--- src/rtl/core/ssba_pkg.sv ---
// Package with the constants, codes and shared types of the swap slot bitmap allocator.
`timescale 1ns / 1ps

package ssba_pkg;

    // Sizing of the slot space and of one slot.
    localparam int MAX_SLOTS        = 1024;
    localparam int SECTORS_PER_SLOT = 8;

    // Field widths of the channels and of the register.
    localparam int CFG_W        = 11;
    localparam int CFG_RESET    = 1024;
    localparam int CMD_W        = 2;
    localparam int SLOT_FIELD_W = 10;
    localparam int STATUS_W     = 2;
    localparam int SECTOR_W     = 13;
    localparam int OFFSET_W     = 12;
    localparam int SECTOR_BYTES = 512;

    // Bitmap geometry: power-of-two words, one row per word.
    localparam int SLOT_W = (MAX_SLOTS > 1) ? $clog2(MAX_SLOTS) : 1;
    localparam int WORD_W = ((2 ** SLOT_W) < 32) ? (2 ** SLOT_W) : 32;
    localparam int BIT_W  = $clog2(WORD_W);
    localparam int ROW_W  = (SLOT_W > BIT_W) ? (SLOT_W - BIT_W) : 1;
    localparam int ROWS   = 2 ** ROW_W;
    localparam int IDX_W  = ROW_W + BIT_W;

    // Width that holds any slot count, both the register and MAX_SLOTS.
    localparam int CNT_W  = ($clog2(MAX_SLOTS + 1) > CFG_W) ? $clog2(MAX_SLOTS + 1) : CFG_W;

    // Sector index counter inside one slot.
    localparam int SIDX_W = (SECTORS_PER_SLOT > 1) ? $clog2(SECTORS_PER_SLOT) : 1;

    typedef enum logic [CMD_W-1:0] {
        CMD_STORE = 2'd0,
        CMD_LOAD  = 2'd1,
        CMD_FREE  = 2'd2
    } cmd_t;

    localparam logic [STATUS_W-1:0] STAT_OK   = 2'd0;
    localparam logic [STATUS_W-1:0] STAT_FULL = 2'd1;
    localparam logic [STATUS_W-1:0] STAT_BAD  = 2'd2;

    typedef enum logic [1:0] {
        S_IDLE,
        S_SEARCH,
        S_CHECK,
        S_OUT
    } state_t;

    // Request from the sequencer to the bitmap store.
    typedef struct packed {
        logic [ROW_W-1:0]  rd_row;
        logic              wr_en;
        logic [ROW_W-1:0]  wr_row;
        logic [WORD_W-1:0] wr_data;
    } bm_req_t;

endpackage

--- src/rtl/core/ssba_cmd_if.sv ---
// Command channel interface: valid, ready and the command payload.
`timescale 1ns / 1ps

interface ssba_cmd_if;
    import ssba_pkg::*;

    logic                    valid;
    logic                    ready;
    logic [CMD_W-1:0]        cmd;
    logic [SLOT_FIELD_W-1:0] slot_index;

    modport source (output valid, output cmd, output slot_index, input ready);
    modport sink   (input valid, input cmd, input slot_index, output ready);
endinterface

--- src/rtl/core/ssba_res_if.sv ---
// Result channel interface: valid, ready and the result payload.
`timescale 1ns / 1ps

interface ssba_res_if;
    import ssba_pkg::*;

    logic                    valid;
    logic                    ready;
    logic [STATUS_W-1:0]     status;
    logic [SLOT_FIELD_W-1:0] slot_out;
    logic [SECTOR_W-1:0]     sector_number;
    logic [OFFSET_W-1:0]     page_offset;
    logic                    transfer_valid;
    logic                    last;

    modport source (output valid, output status, output slot_out, output sector_number,
                    output page_offset, output transfer_valid, output last, input ready);
    modport sink   (input valid, input status, input slot_out, input sector_number,
                    input page_offset, input transfer_valid, input last, output ready);
endinterface

--- src/rtl/core/ssba_bitmap.sv ---
// Occupancy bitmap store: one word per row, registered read, per-row valid bits.
`timescale 1ns / 1ps

module ssba_bitmap (
    input  logic                      clk,
    input  logic                      rst_n,
    input  ssba_pkg::bm_req_t         req,
    output logic [ssba_pkg::WORD_W-1:0] rd_word
);
    import ssba_pkg::*;

    logic [WORD_W-1:0] mem [ROWS];
    logic [ROWS-1:0]   row_valid_reg;
    logic [WORD_W-1:0] rd_data_reg;
    logic              rd_valid_reg;

    always_ff @(posedge clk)
    begin
        if (req.wr_en)
        begin
            mem[req.wr_row] <= req.wr_data;
        end
        rd_data_reg <= mem[req.rd_row];
    end

    // A row that was never written reads as all free, which stands in for the reset clear.
    always_ff @(posedge clk or negedge rst_n)
    begin
        if (!rst_n)
        begin
            row_valid_reg <= '0;
            rd_valid_reg  <= 1'b0;
        end
        else
        begin
            if (req.wr_en)
            begin
                row_valid_reg[req.wr_row] <= 1'b1;
            end
            rd_valid_reg <= row_valid_reg[req.rd_row];
        end
    end

    assign rd_word = rd_valid_reg ? rd_data_reg : '0;

endmodule

--- src/rtl/core/ssba_zero_find.sv ---
// Finds the lowest clear bit of one bitmap word.
`timescale 1ns / 1ps

module ssba_zero_find (
    input  logic [ssba_pkg::WORD_W-1:0] word,
    output logic                        found,
    output logic [ssba_pkg::BIT_W-1:0]  idx
);
    import ssba_pkg::*;

    always_comb
    begin
        found = 1'b0;
        idx   = '0;
        for (int i = WORD_W - 1; i >= 0; i--)
        begin
            if (!word[i])
            begin
                found = 1'b1;
                idx   = BIT_W'(i);
            end
        end
    end

endmodule

--- src/rtl/core/swap_slot_bitmap_allocator.sv ---
// Top level of the swap slot bitmap allocator: command sequencer and result register.
`timescale 1ns / 1ps

// The block keeps one occupancy bit per swap slot in a bitmap of 32 words of 32 bits and
// handles one command at a time; command.ready is high only while it is idle. A store is
// accepted and then scans the bitmap one word per cycle through a single lowest-zero finder
// up to the first free slot (at most 32 words, fewer when slot_count is small); it then gives
// eight results on success, one when no slot is free. A load reads and checks its bitmap
// word and then gives eight results, a free-only command one. Each result is held while
// result.ready is low. No clearing pass follows reset: per-word valid bits make unwritten
// words read as free. An unused command code is accepted and dropped without a result.
// slot_count is written through cfg_wr_en and cfg_wr_data; the user must write it only while
// the block is idle, and the block itself does not enforce it.
module swap_slot_bitmap_allocator (
    input  logic                       clk,
    input  logic                       rst_n,
    input  logic                       cfg_wr_en,
    input  logic [ssba_pkg::CFG_W-1:0] cfg_wr_data,
    ssba_cmd_if.sink                   command,
    ssba_res_if.source                 result
);
    import ssba_pkg::*;

    state_t                  state_reg, state_next;
    logic [CFG_W-1:0]        slot_count_reg;
    logic [CMD_W-1:0]        cmd_reg, cmd_next;
    logic [SLOT_FIELD_W-1:0] slot_in_reg, slot_in_next;
    logic [ROW_W-1:0]        row_reg, row_next;

    logic [STATUS_W-1:0]     stat_reg, stat_next;
    logic [SLOT_FIELD_W-1:0] slot_out_reg, slot_out_next;
    logic [SECTOR_W-1:0]     sector_reg, sector_next;
    logic [OFFSET_W-1:0]     offset_reg, offset_next;
    logic                    xfer_reg, xfer_next;
    logic                    last_reg, last_next;
    logic [SIDX_W-1:0]       sidx_reg, sidx_next;

    bm_req_t                 bm_req;
    logic [WORD_W-1:0]       rd_word;
    logic                    zf_found;
    logic [BIT_W-1:0]        zf_idx;

    logic [CNT_W-1:0]        eff_count;
    logic [CNT_W-1:0]        cfg_ext;

    ssba_bitmap u_bitmap (
        .clk     (clk),
        .rst_n   (rst_n),
        .req     (bm_req),
        .rd_word (rd_word)
    );

    ssba_zero_find u_zero_find (
        .word  (rd_word),
        .found (zf_found),
        .idx   (zf_idx)
    );

    assign cfg_ext   = CNT_W'(slot_count_reg);
    assign eff_count = (cfg_ext < CNT_W'(MAX_SLOTS)) ? cfg_ext : CNT_W'(MAX_SLOTS);

    always_ff @(posedge clk or negedge rst_n)
    begin
        if (!rst_n)
        begin
            state_reg      <= S_IDLE;
            slot_count_reg <= CFG_W'(CFG_RESET);
        end
        else
        begin
            state_reg <= state_next;
            if (cfg_wr_en)
            begin
                slot_count_reg <= cfg_wr_data;
            end
        end
    end

    always_ff @(posedge clk)
    begin
        cmd_reg      <= cmd_next;
        slot_in_reg  <= slot_in_next;
        row_reg      <= row_next;
        stat_reg     <= stat_next;
        slot_out_reg <= slot_out_next;
        sector_reg   <= sector_next;
        offset_reg   <= offset_next;
        xfer_reg     <= xfer_next;
        last_reg     <= last_next;
        sidx_reg     <= sidx_next;
    end

    always_comb
    begin
        logic [IDX_W+SLOT_FIELD_W-1:0] in_wide;
        logic [IDX_W-1:0]              in_idx;
        logic [IDX_W-1:0]              hit_idx;
        logic [IDX_W+SLOT_FIELD_W-1:0] hit_wide;
        logic [CNT_W:0]                next_base;
        logic [SECTOR_W+IDX_W-1:0]     prod;
        logic [SIDX_W-1:0]             sidx_inc;
        logic                          in_range;

        state_next    = state_reg;
        cmd_next      = cmd_reg;
        slot_in_next  = slot_in_reg;
        row_next      = row_reg;
        stat_next     = stat_reg;
        slot_out_next = slot_out_reg;
        sector_next   = sector_reg;
        offset_next   = offset_reg;
        xfer_next     = xfer_reg;
        last_next     = last_reg;
        sidx_next     = sidx_reg;

        bm_req.rd_row  = row_reg;
        bm_req.wr_en   = 1'b0;
        bm_req.wr_row  = row_reg;
        bm_req.wr_data = rd_word;

        in_wide  = (IDX_W + SLOT_FIELD_W)'(slot_in_reg);
        in_idx   = in_wide[IDX_W-1:0];
        in_range = (CNT_W'(slot_in_reg) < eff_count);
        hit_idx  = {row_reg, zf_idx};
        hit_wide = (IDX_W + SLOT_FIELD_W)'(hit_idx);
        next_base = ((CNT_W + 1)'(row_reg) + (CNT_W + 1)'(1)) << BIT_W;
        prod     = (SECTOR_W + IDX_W)'(hit_idx) * (SECTOR_W + IDX_W)'(SECTORS_PER_SLOT);
        sidx_inc = sidx_reg + SIDX_W'(1);

        command.ready = (state_reg == S_IDLE);

        unique case (state_reg)
            S_IDLE:
            begin
                in_wide       = (IDX_W + SLOT_FIELD_W)'(command.slot_index);
                bm_req.rd_row = in_wide[IDX_W-1:BIT_W];
                if (command.valid)
                begin
                    cmd_next     = command.cmd;
                    slot_in_next = command.slot_index;
                    row_next     = '0;
                    unique case (command.cmd)
                        CMD_STORE:
                        begin
                            bm_req.rd_row = '0;
                            state_next    = S_SEARCH;
                        end
                        CMD_LOAD, CMD_FREE:
                        begin
                            state_next = S_CHECK;
                        end
                        default:
                        begin
                            state_next = S_IDLE;
                        end
                    endcase
                end
            end

            S_SEARCH:
            begin
                // The read of the following word is issued while this one is examined.
                bm_req.rd_row = row_reg + ROW_W'(1);
                if (zf_found && (CNT_W'(hit_idx) < eff_count))
                begin
                    bm_req.wr_en   = 1'b1;
                    bm_req.wr_data = rd_word | (WORD_W'(1) << zf_idx);
                    stat_next      = STAT_OK;
                    slot_out_next  = hit_wide[SLOT_FIELD_W-1:0];
                    sector_next    = prod[SECTOR_W-1:0];
                    offset_next    = '0;
                    xfer_next      = 1'b1;
                    sidx_next      = '0;
                    last_next      = (SECTORS_PER_SLOT == 1);
                    state_next     = S_OUT;
                end
                else if (zf_found || (next_base >= (CNT_W + 1)'(eff_count)))
                begin
                    // Everything below the slot count is in use.
                    stat_next     = STAT_FULL;
                    slot_out_next = '0;
                    sector_next   = '0;
                    offset_next   = '0;
                    xfer_next     = 1'b0;
                    last_next     = 1'b1;
                    state_next    = S_OUT;
                end
                else
                begin
                    row_next = row_reg + ROW_W'(1);
                end
            end

            S_CHECK:
            begin
                slot_out_next = slot_in_reg;
                offset_next   = '0;
                sidx_next     = '0;
                bm_req.wr_row = in_idx[IDX_W-1:BIT_W];
                state_next    = S_OUT;
                if (!in_range || !rd_word[in_idx[BIT_W-1:0]])
                begin
                    stat_next   = STAT_BAD;
                    sector_next = '0;
                    xfer_next   = 1'b0;
                    last_next   = 1'b1;
                end
                else
                begin
                    bm_req.wr_en   = 1'b1;
                    bm_req.wr_data = rd_word & ~(WORD_W'(1) << in_idx[BIT_W-1:0]);
                    stat_next      = STAT_OK;
                    hit_idx        = in_idx;
                    prod = (SECTOR_W + IDX_W)'(hit_idx) * (SECTOR_W + IDX_W)'(SECTORS_PER_SLOT);
                    if (cmd_reg == CMD_LOAD)
                    begin
                        sector_next = prod[SECTOR_W-1:0];
                        xfer_next   = 1'b1;
                        last_next   = (SECTORS_PER_SLOT == 1);
                    end
                    else
                    begin
                        sector_next = '0;
                        xfer_next   = 1'b0;
                        last_next   = 1'b1;
                    end
                end
            end

            S_OUT:
            begin
                if (result.ready)
                begin
                    if (last_reg)
                    begin
                        state_next = S_IDLE;
                    end
                    else
                    begin
                        sidx_next   = sidx_inc;
                        sector_next = sector_reg + SECTOR_W'(1);
                        offset_next = offset_reg + OFFSET_W'(SECTOR_BYTES);
                        last_next   = (sidx_inc == SIDX_W'(SECTORS_PER_SLOT - 1));
                    end
                end
            end

            default:
            begin
                state_next = S_IDLE;
            end
        endcase
    end

    assign result.valid          = (state_reg == S_OUT);
    assign result.status         = stat_reg;
    assign result.slot_out       = slot_out_reg;
    assign result.sector_number  = sector_reg;
    assign result.page_offset    = offset_reg;
    assign result.transfer_valid = xfer_reg;
    assign result.last           = last_reg;

    // A new command is never taken while a result is pending.
    assert property (@(posedge clk) disable iff (!rst_n)
        result.valid |-> !command.ready)
    else $error("command accepted while a result is pending");

    // Sector transfers only come with an ok status.
    assert property (@(posedge clk) disable iff (!rst_n)
        (result.valid && result.transfer_valid) |-> (result.status == STAT_OK))
    else $error("sector transfer reported with an error status");

    // An error or a free-only response is always the single, final result.
    assert property (@(posedge clk) disable iff (!rst_n)
        (result.valid && !result.transfer_valid) |-> result.last)
    else $error("non-transfer result not marked last");

    // The bitmap only changes on the cycle a store or a release is decided.
    assert property (@(posedge clk) disable iff (!rst_n)
        bm_req.wr_en |=> (state_reg == S_OUT))
    else $error("bitmap written outside a command decision");

endmodule
--- src/flat_wrapper.sv ---
// flat-port wrapper written by rule: the top's interface ports become plain ports
module swap_slot_bitmap_allocator_flat import ssba_pkg::*;
  (clk, rst_n, cfg_wr_en, cfg_wr_data, command_valid, command_cmd, command_slot_index, command_ready, result_valid, result_status, result_slot_out, result_sector_number, result_page_offset, result_transfer_valid, result_last, result_ready);
  ssba_cmd_if command_i ();
  ssba_res_if result_i ();
  input  logic clk;
  input  logic rst_n;
  input  logic cfg_wr_en;
  input  logic [ssba_pkg::CFG_W-1:0] cfg_wr_data;
  input wire logic [$bits(command_i.valid)-1:0] command_valid;
  input wire logic [$bits(command_i.cmd)-1:0] command_cmd;
  input wire logic [$bits(command_i.slot_index)-1:0] command_slot_index;
  output wire logic [$bits(command_i.ready)-1:0] command_ready;
  output wire logic [$bits(result_i.valid)-1:0] result_valid;
  output wire logic [$bits(result_i.status)-1:0] result_status;
  output wire logic [$bits(result_i.slot_out)-1:0] result_slot_out;
  output wire logic [$bits(result_i.sector_number)-1:0] result_sector_number;
  output wire logic [$bits(result_i.page_offset)-1:0] result_page_offset;
  output wire logic [$bits(result_i.transfer_valid)-1:0] result_transfer_valid;
  output wire logic [$bits(result_i.last)-1:0] result_last;
  input wire logic [$bits(result_i.ready)-1:0] result_ready;
  assign command_i.valid = command_valid;
  assign command_i.cmd = command_cmd;
  assign command_i.slot_index = command_slot_index;
  assign command_ready = command_i.ready;
  assign result_valid = result_i.valid;
  assign result_status = result_i.status;
  assign result_slot_out = result_i.slot_out;
  assign result_sector_number = result_i.sector_number;
  assign result_page_offset = result_i.page_offset;
  assign result_transfer_valid = result_i.transfer_valid;
  assign result_last = result_i.last;
  assign result_i.ready = result_ready;
  swap_slot_bitmap_allocator u_core (.clk(clk), .rst_n(rst_n), .cfg_wr_en(cfg_wr_en), .cfg_wr_data(cfg_wr_data), .command(command_i), .result(result_i));
endmodule
--- config.mk ---
export PLATFORM = sky130hd
export DESIGN_NAME = swap_slot_bitmap_allocator_flat
export DESIGN_NICKNAME = d
export VERILOG_FILES = /design/src/rtl/core/ssba_pkg.sv /design/src/rtl/core/ssba_cmd_if.sv /design/src/rtl/core/ssba_res_if.sv /design/src/rtl/core/ssba_bitmap.sv /design/src/rtl/core/ssba_zero_find.sv /design/src/rtl/core/swap_slot_bitmap_allocator.sv /design/src/flat_wrapper.sv
export SDC_FILE = /design/constraint.sdc
export NUM_CORES = 2
export LEC_CHECK = 0
export BUFFER_PORTS_ARGS = -buffer_cell sky130_fd_sc_hd__buf_2
export CORE_ASPECT_RATIO = 0.5
export CORE_UTILIZATION = 52
export CTS_CLUSTER_SIZE = 8
export DETAILED_ROUTE_END_ITERATION = 6
export PLACE_DENSITY = 0.68
export SLEW_MARGIN = 10
export SYNTH_ARGS = -nofsm -noshare
export SYNTH_HDL_FRONTEND = slang
export SYNTH_HIERARCHICAL = 1
export SYNTH_SLANG_ARGS = --single-unit
--- constraint.sdc ---
create_clock -name clk -period 10.56 [get_ports clk]
set_input_delay 0.528 -clock clk [delete_from_list [all_inputs] [get_ports clk]]
set_output_delay 0.528 -clock clk [all_outputs]
set_load 0.05 [all_outputs]
== Yosys cells after proc, flatten, opt, wreduce, memory -nomap -nowiden ==
Memories as Yosys holds them, arrays and structs flattened. A register that Yosys moved wholly into a read port is not among the register bits.
Index checks and enable logic that the tools add are counted.
Storage, ports and cells
  RAM bits: 1024
  register bits after elaboration: 105
  bits of input ports: 28
  logic and storage cells: 198
  output and inout bits: 41
  memories kept: 1
Cells by class
  reduce and logical (&&, ||, !) cells: 19
  shift operators: 2
  equal/unequal tests: 15
  mux-type cells: 130
  magnitude comparators: 8
  bitwise gates (word level): 4
  $add $sub $neg: 5
Memory list
  u_core.u_bitmap.mem: depth 32, bits a word 32, read ports 1, clocked after Yosys merged registers in 1, write ports 1, RTL line ssba_bitmap.sv:12  | logic [WORD_W-1:0] mem [ROWS];
Operators by type and width (count)
  $mux W5: 38
  $mux W32: 3
  $mux W13: 6
  $or A32 B32 Y32: 2
  $pmux W32 S2: 1
  $shl A1 B5 Y32 const A: 2
  $mux W1: 49
  $mux W12: 4
  $pmux W13 S3: 1
  $pmux W12 S3: 1
  $and A32 B32 Y32: 1
  $not A32 Y32: 1
  $lt A10 B11 Y1: 2
  $mux W10: 2
  $pmux W10 S2: 1
  $pmux W5 S2: 2
  $lt A5 B6 Y1 const B: 3
  $mux W2: 8
  $reduce_and A4 Y1: 4
  $add A13 B1 Y13 const B: 1
  $add A12 B10 Y12 const B: 1
  $ge A12 B11 Y1: 1
  $lt A11 B11 Y1 const B: 1
  $mux W11: 1
  other kinds (27): 47

== Depth between registers and ports, before layout ==
  depth in word-level cells: 39
  mapped depth: 18
  mapped depth without buffers: 15

== Hierarchy ==
The synthesis kept the hierarchy.
By module, submodules not included
  ssba_bitmap: times used 1, area each 42076.6 um2, sequential area each 32215.9 um2, cells each 2399
  swap_slot_bitmap_allocator: times used 1, area each 4952.2 um2, sequential area each 1828.0 um2, cells each 520
  ssba_zero_find: times used 1, area each 392.9 um2, sequential area each 0.0 um2, cells each 66

== Worst setup path before layout ==
No wires, ideal clock.
  path kind: register to register
  from: register u_core.u_bitmap.rd_valid_reg
  to: memory u_core/u_bitmap/mem[28][0] in the netlist's numbering, enable pin
  setup time: 422 ps
  data required time: 10138 ps
  slack: 5133 ps
  clock period less this slack: 5427 ps
  data arrival time: 5005 ps
  buffers on the path: 3
  stages on the path, launching flop included: 17
  path through: dfrtp_1 -> clkbuf_1 -> and2_1 -> nand4_1 -> o21ai_0 -> a211oi_1 -> nor3_1 -> ha_1 -> o21ai_0 -> o21bai_1 -> o2bb2ai_1 -> or2_2 -> clkbuf_1 -> o2bb2ai_1 -> or3b_2 -> clkbuf_1 -> nor2_1
RTL lines
  start, declared: RTL line ssba_bitmap.sv:15  | logic rd_valid_reg;
  start signal, assigned: RTL line ssba_bitmap.sv:40  | rd_valid_reg <= row_valid_reg[req.rd_row];
  end, declared: RTL line ssba_bitmap.sv:12

==> impl_metrics.ini <==
[run_status]
status = completed

[pwr]
seqPwrFrac = 0.330
p_sw_frac = 0.398
power_mw = 18.3
power_switching_mw = 7.27
p_clk_frac = 0.257
p_comb_frac = 0.413
leakagePower_nw = 19.2
ir_worst_vdd_mv = 0.404
power.density_nw_per_um2 = 337
internal_power_mw = 11.0

[synthesis]
syn_avg_cell_area_um2 = 15.9
ys_warn_count = 6
netlist_instances = 2985
synth_compound_area_frac = 0.0645
synth_mux_area_frac = 0.120
yosysUniqueCellTypes = 73
synth_async_sr_flop_share = 0.0399
synthAdderAreaFrac = 0.00923
synth-seq-area-share = 0.718
synth-seq-cells = 1152
synth_xor_area_frac = 0.00296
syn_area_um2 = 47400
ys_dominant_reg_cell = edfxtp_1
synth_top_family_by_area = multiplexers
yosys.area_share.simple = 0.0605
synth_edf_count = 1074

[route]
ant_nets = 0
vias_per_cell = 6.26
drt-total-wl_mm = 127
vias = 27644
post_drt_wl_per_cell_um = 28.8
drt-pass1-iter-count = 7
drtIter0Drc = 2876
drc = 0

[sta]
maxSlewHeadroom = 0.0954
setup_viol = 0
fmax_mhz = 153
tightest_slew_ns = 1.35
final.setup.tns_ns = 0
rsz0062_at_grt = no
min_period_ns = 6.54
fin_crit_sh = 0.619
report.final.slew_viol_count = 0
fin_skew_ns = 0.0235
hold_viol_final = 0

[setup_path]
crit_end = u_core/u_bitmap/mem[18][8]$_DFFE_PP_
critPathLaunch = u_core/u_bitmap/rd_valid_reg$_DFF_PN0_
critical_path_class = reg2reg
worstPathMaxFanout = 32
cp-start-kind = register
rr_endpoint = u_core/u_bitmap/mem[18][8]$_DFFE_PP_
r2r_slack_ns = 4.02
timing.rr.start = u_core/u_bitmap/rd_valid_reg$_DFF_PN0_
critPathRequiredTime_ns = 10.96
ff2ff_path_depth = 14
worstPathArrival_ns = 6.94
cp-end-kind = register

[placement]
dp_hpwl_mm = 74.8
place_congestion = 0.894
portBuffers = 59

[floorplanning]
die_height_um = 216
row_count = 77
initial_core_util = 0.531
dieArea_um2 = 92500
pin_count = 69
die_w_um = 429
core_um2 = 89300

[clock_network]
hold_buffers = 24
clockRootBuffer = clkbuf_16
insertion_delay_ns = 0.77
tritoncts = built
ctsResizeCount = 0
cts_sinks = 1152
post_cts_buffers = 0
cts_buffer_depth = 3
clk_pin_slew_ns = 0.06
cts_max_level = 4
cts_buffers = 162

[grt]
antenna_found_initial = 3
grt_pass1_wl_mm = 185
grt_max_degree = 133
grt_overflow_total = 0
grt_pass1_vias = 27329
groute.usage.overall = 0.277

[final_layout]
layout-drive-gt1-share = 0.143
fin_util = 0.607
fin_nets = 3217
synthToLayoutAreaGrowth_pct = 14.3
largest_register_ffs = 1024

[run]
drv_cap = 0

[hold_path]
hp-class = in2reg
worstHoldStart = cfg_wr_en
-- metal layers --
layer,track usage,vias to the layer above,part of all wire
li1,-,11993,-
met1,0.399,14128,0.42
met2,0.400,1353,0.44
met3,0.0861,170,0.11
met4,0.0969,0,0.025
met5,0,-,0
-- synth_stat cells (30+ instances only) --
cell type | count | area [um^2]
clkbuf_1 | 64 | 240
buf_4 | 30 | 225
a22oi_1 | 103 | 773
a31oi_1 | 48 | 300
or2_2 | 35 | 219
mux2i_1 | 537 | 5380
ha_1 | 35 | 438
nor2_1 | 69 | 259
dfrtp_1 | 45 | 1130
and2_1 | 48 | 300
a21oi_1 | 117 | 586
nand3_1 | 122 | 611
nand2_1 | 175 | 657
edfxtp_1 | 1074 | 32300
a22o_1 | 68 | 596
nor3_1 | 42 | 210
dfxtp_1 | 32 | 641
buf_2 | 33 | 165
-- area by class of cell --
type	count	area [um^2]
clock inverters	14	243
fillers	6511	35100
diodes	3	7.51
repair buffers	168	1250
multi-input cells	1640	12700
inverters	30	113
well taps	1185	1480
flip-flops and latches	1152	34000
clock buffers	223	4330
-- layout by cell type (no fill, tap or decap), types with 7 or more instances in the layout --
cell              n
a211oi_2          7
a21oi_1         117
a22o_1           68
a22oi_1         101
a31oi_1          48
and2_1           47
and3_1            8
buf_2            59
buf_4            79
clkbuf_1         59
clkbuf_16       164
conb_1            9
dfrtp_1          45
dfxtp_1          32
dlygate4sd3_1    24
edfxtp_1       1074
ha_1             35
inv_1            29
mux2_2           11
mux2i_1         537
mux4_2            7
nand2_1         174
nand3_1         122
nand3b_1          8
nand4_1          22
nor2_1           34
nor2_4           33
nor2b_1          11
nor3_1           41
nor4_1            9
o21ai_0          20
o21ai_1           7
or2_2            35
xnor2_1          12
-- metrics by stage --
step | cells | area, um^2 | setup slack, ns | hold slack (ns)
after floorplan | 2993 | 47500 | 5.13 | 0.232
after global placement | 4151 | 49400 | 4.24 | 0.453
after detailed placement | 4151 | 49400 | 4.28 | 0.454
after CTS | 4412 | 54200 | 4.22 | 0.0849
after global routing | 4412 | 54200 | 3.81 | 0.142
final | 4415 | 54200 | 4.02 | 0.132
-- worst min-delay path by stage --
stage	cells past startpoint	to	slack [ns]
after floorplan	0	u_core/cfg_ext[0]$_DFFE_PN0P_	0.23
after global placement	1	u_core/u_bitmap/row_valid_reg[6]$_DFFE_PN0P_	0.45
after detailed placement	1	u_core/u_bitmap/row_valid_reg[13]$_DFFE_PN0P_	0.45
after CTS	3	u_core/cfg_ext[10]$_DFFE_PN1P_	0.08
after global routing	3	u_core/cfg_ext[10]$_DFFE_PN1P_	0.14
final	3	u_core/cfg_ext[10]$_DFFE_PN1P_	0.13
-- critical path, cell delays in order (launching register included) --
cell	delay, ns
dfrtp_1	0.87
and2_1	0.40
nand4_1	0.25
nor2_1	0.21
o21bai_1	0.09
a21oi_1	0.55
ha_1	0.34
o21ai_0	0.08
o21bai_1	0.09
o2bb2ai_1	0.18
or2_2	0.42
o2bb2ai_1	0.53
nand3b_1	0.77
nor2_4	0.81
buf_4	0.51
-- kinds of logic after synthesis --
kind of cell | count (synthesis)
flip-flops | 1152
AND/OR/NAND/NOR | 579
multiplexers | 557
AO/OA/AOI/OAI | 444
buffers and inverters | 201
adder cells (fa/ha/maj) | 35
XOR/XNOR | 16
other | 1
-- power groups by stage --
stage | combinational (mW) | sequential, mW | clock, mW
finish | 7.55 | 6.04 | 4.70
global route | 7.92 | 6.06 | 4.96
CTS | 7.38 | 6.04 | 4.76
detailed placement | 7.34 | 6.12 | 0
global placement | 7.27 | 6.11 | 0
floorplan | 4.67 | 6.28 | 0
Note: power is estimated with default switching activity, not from simulation.
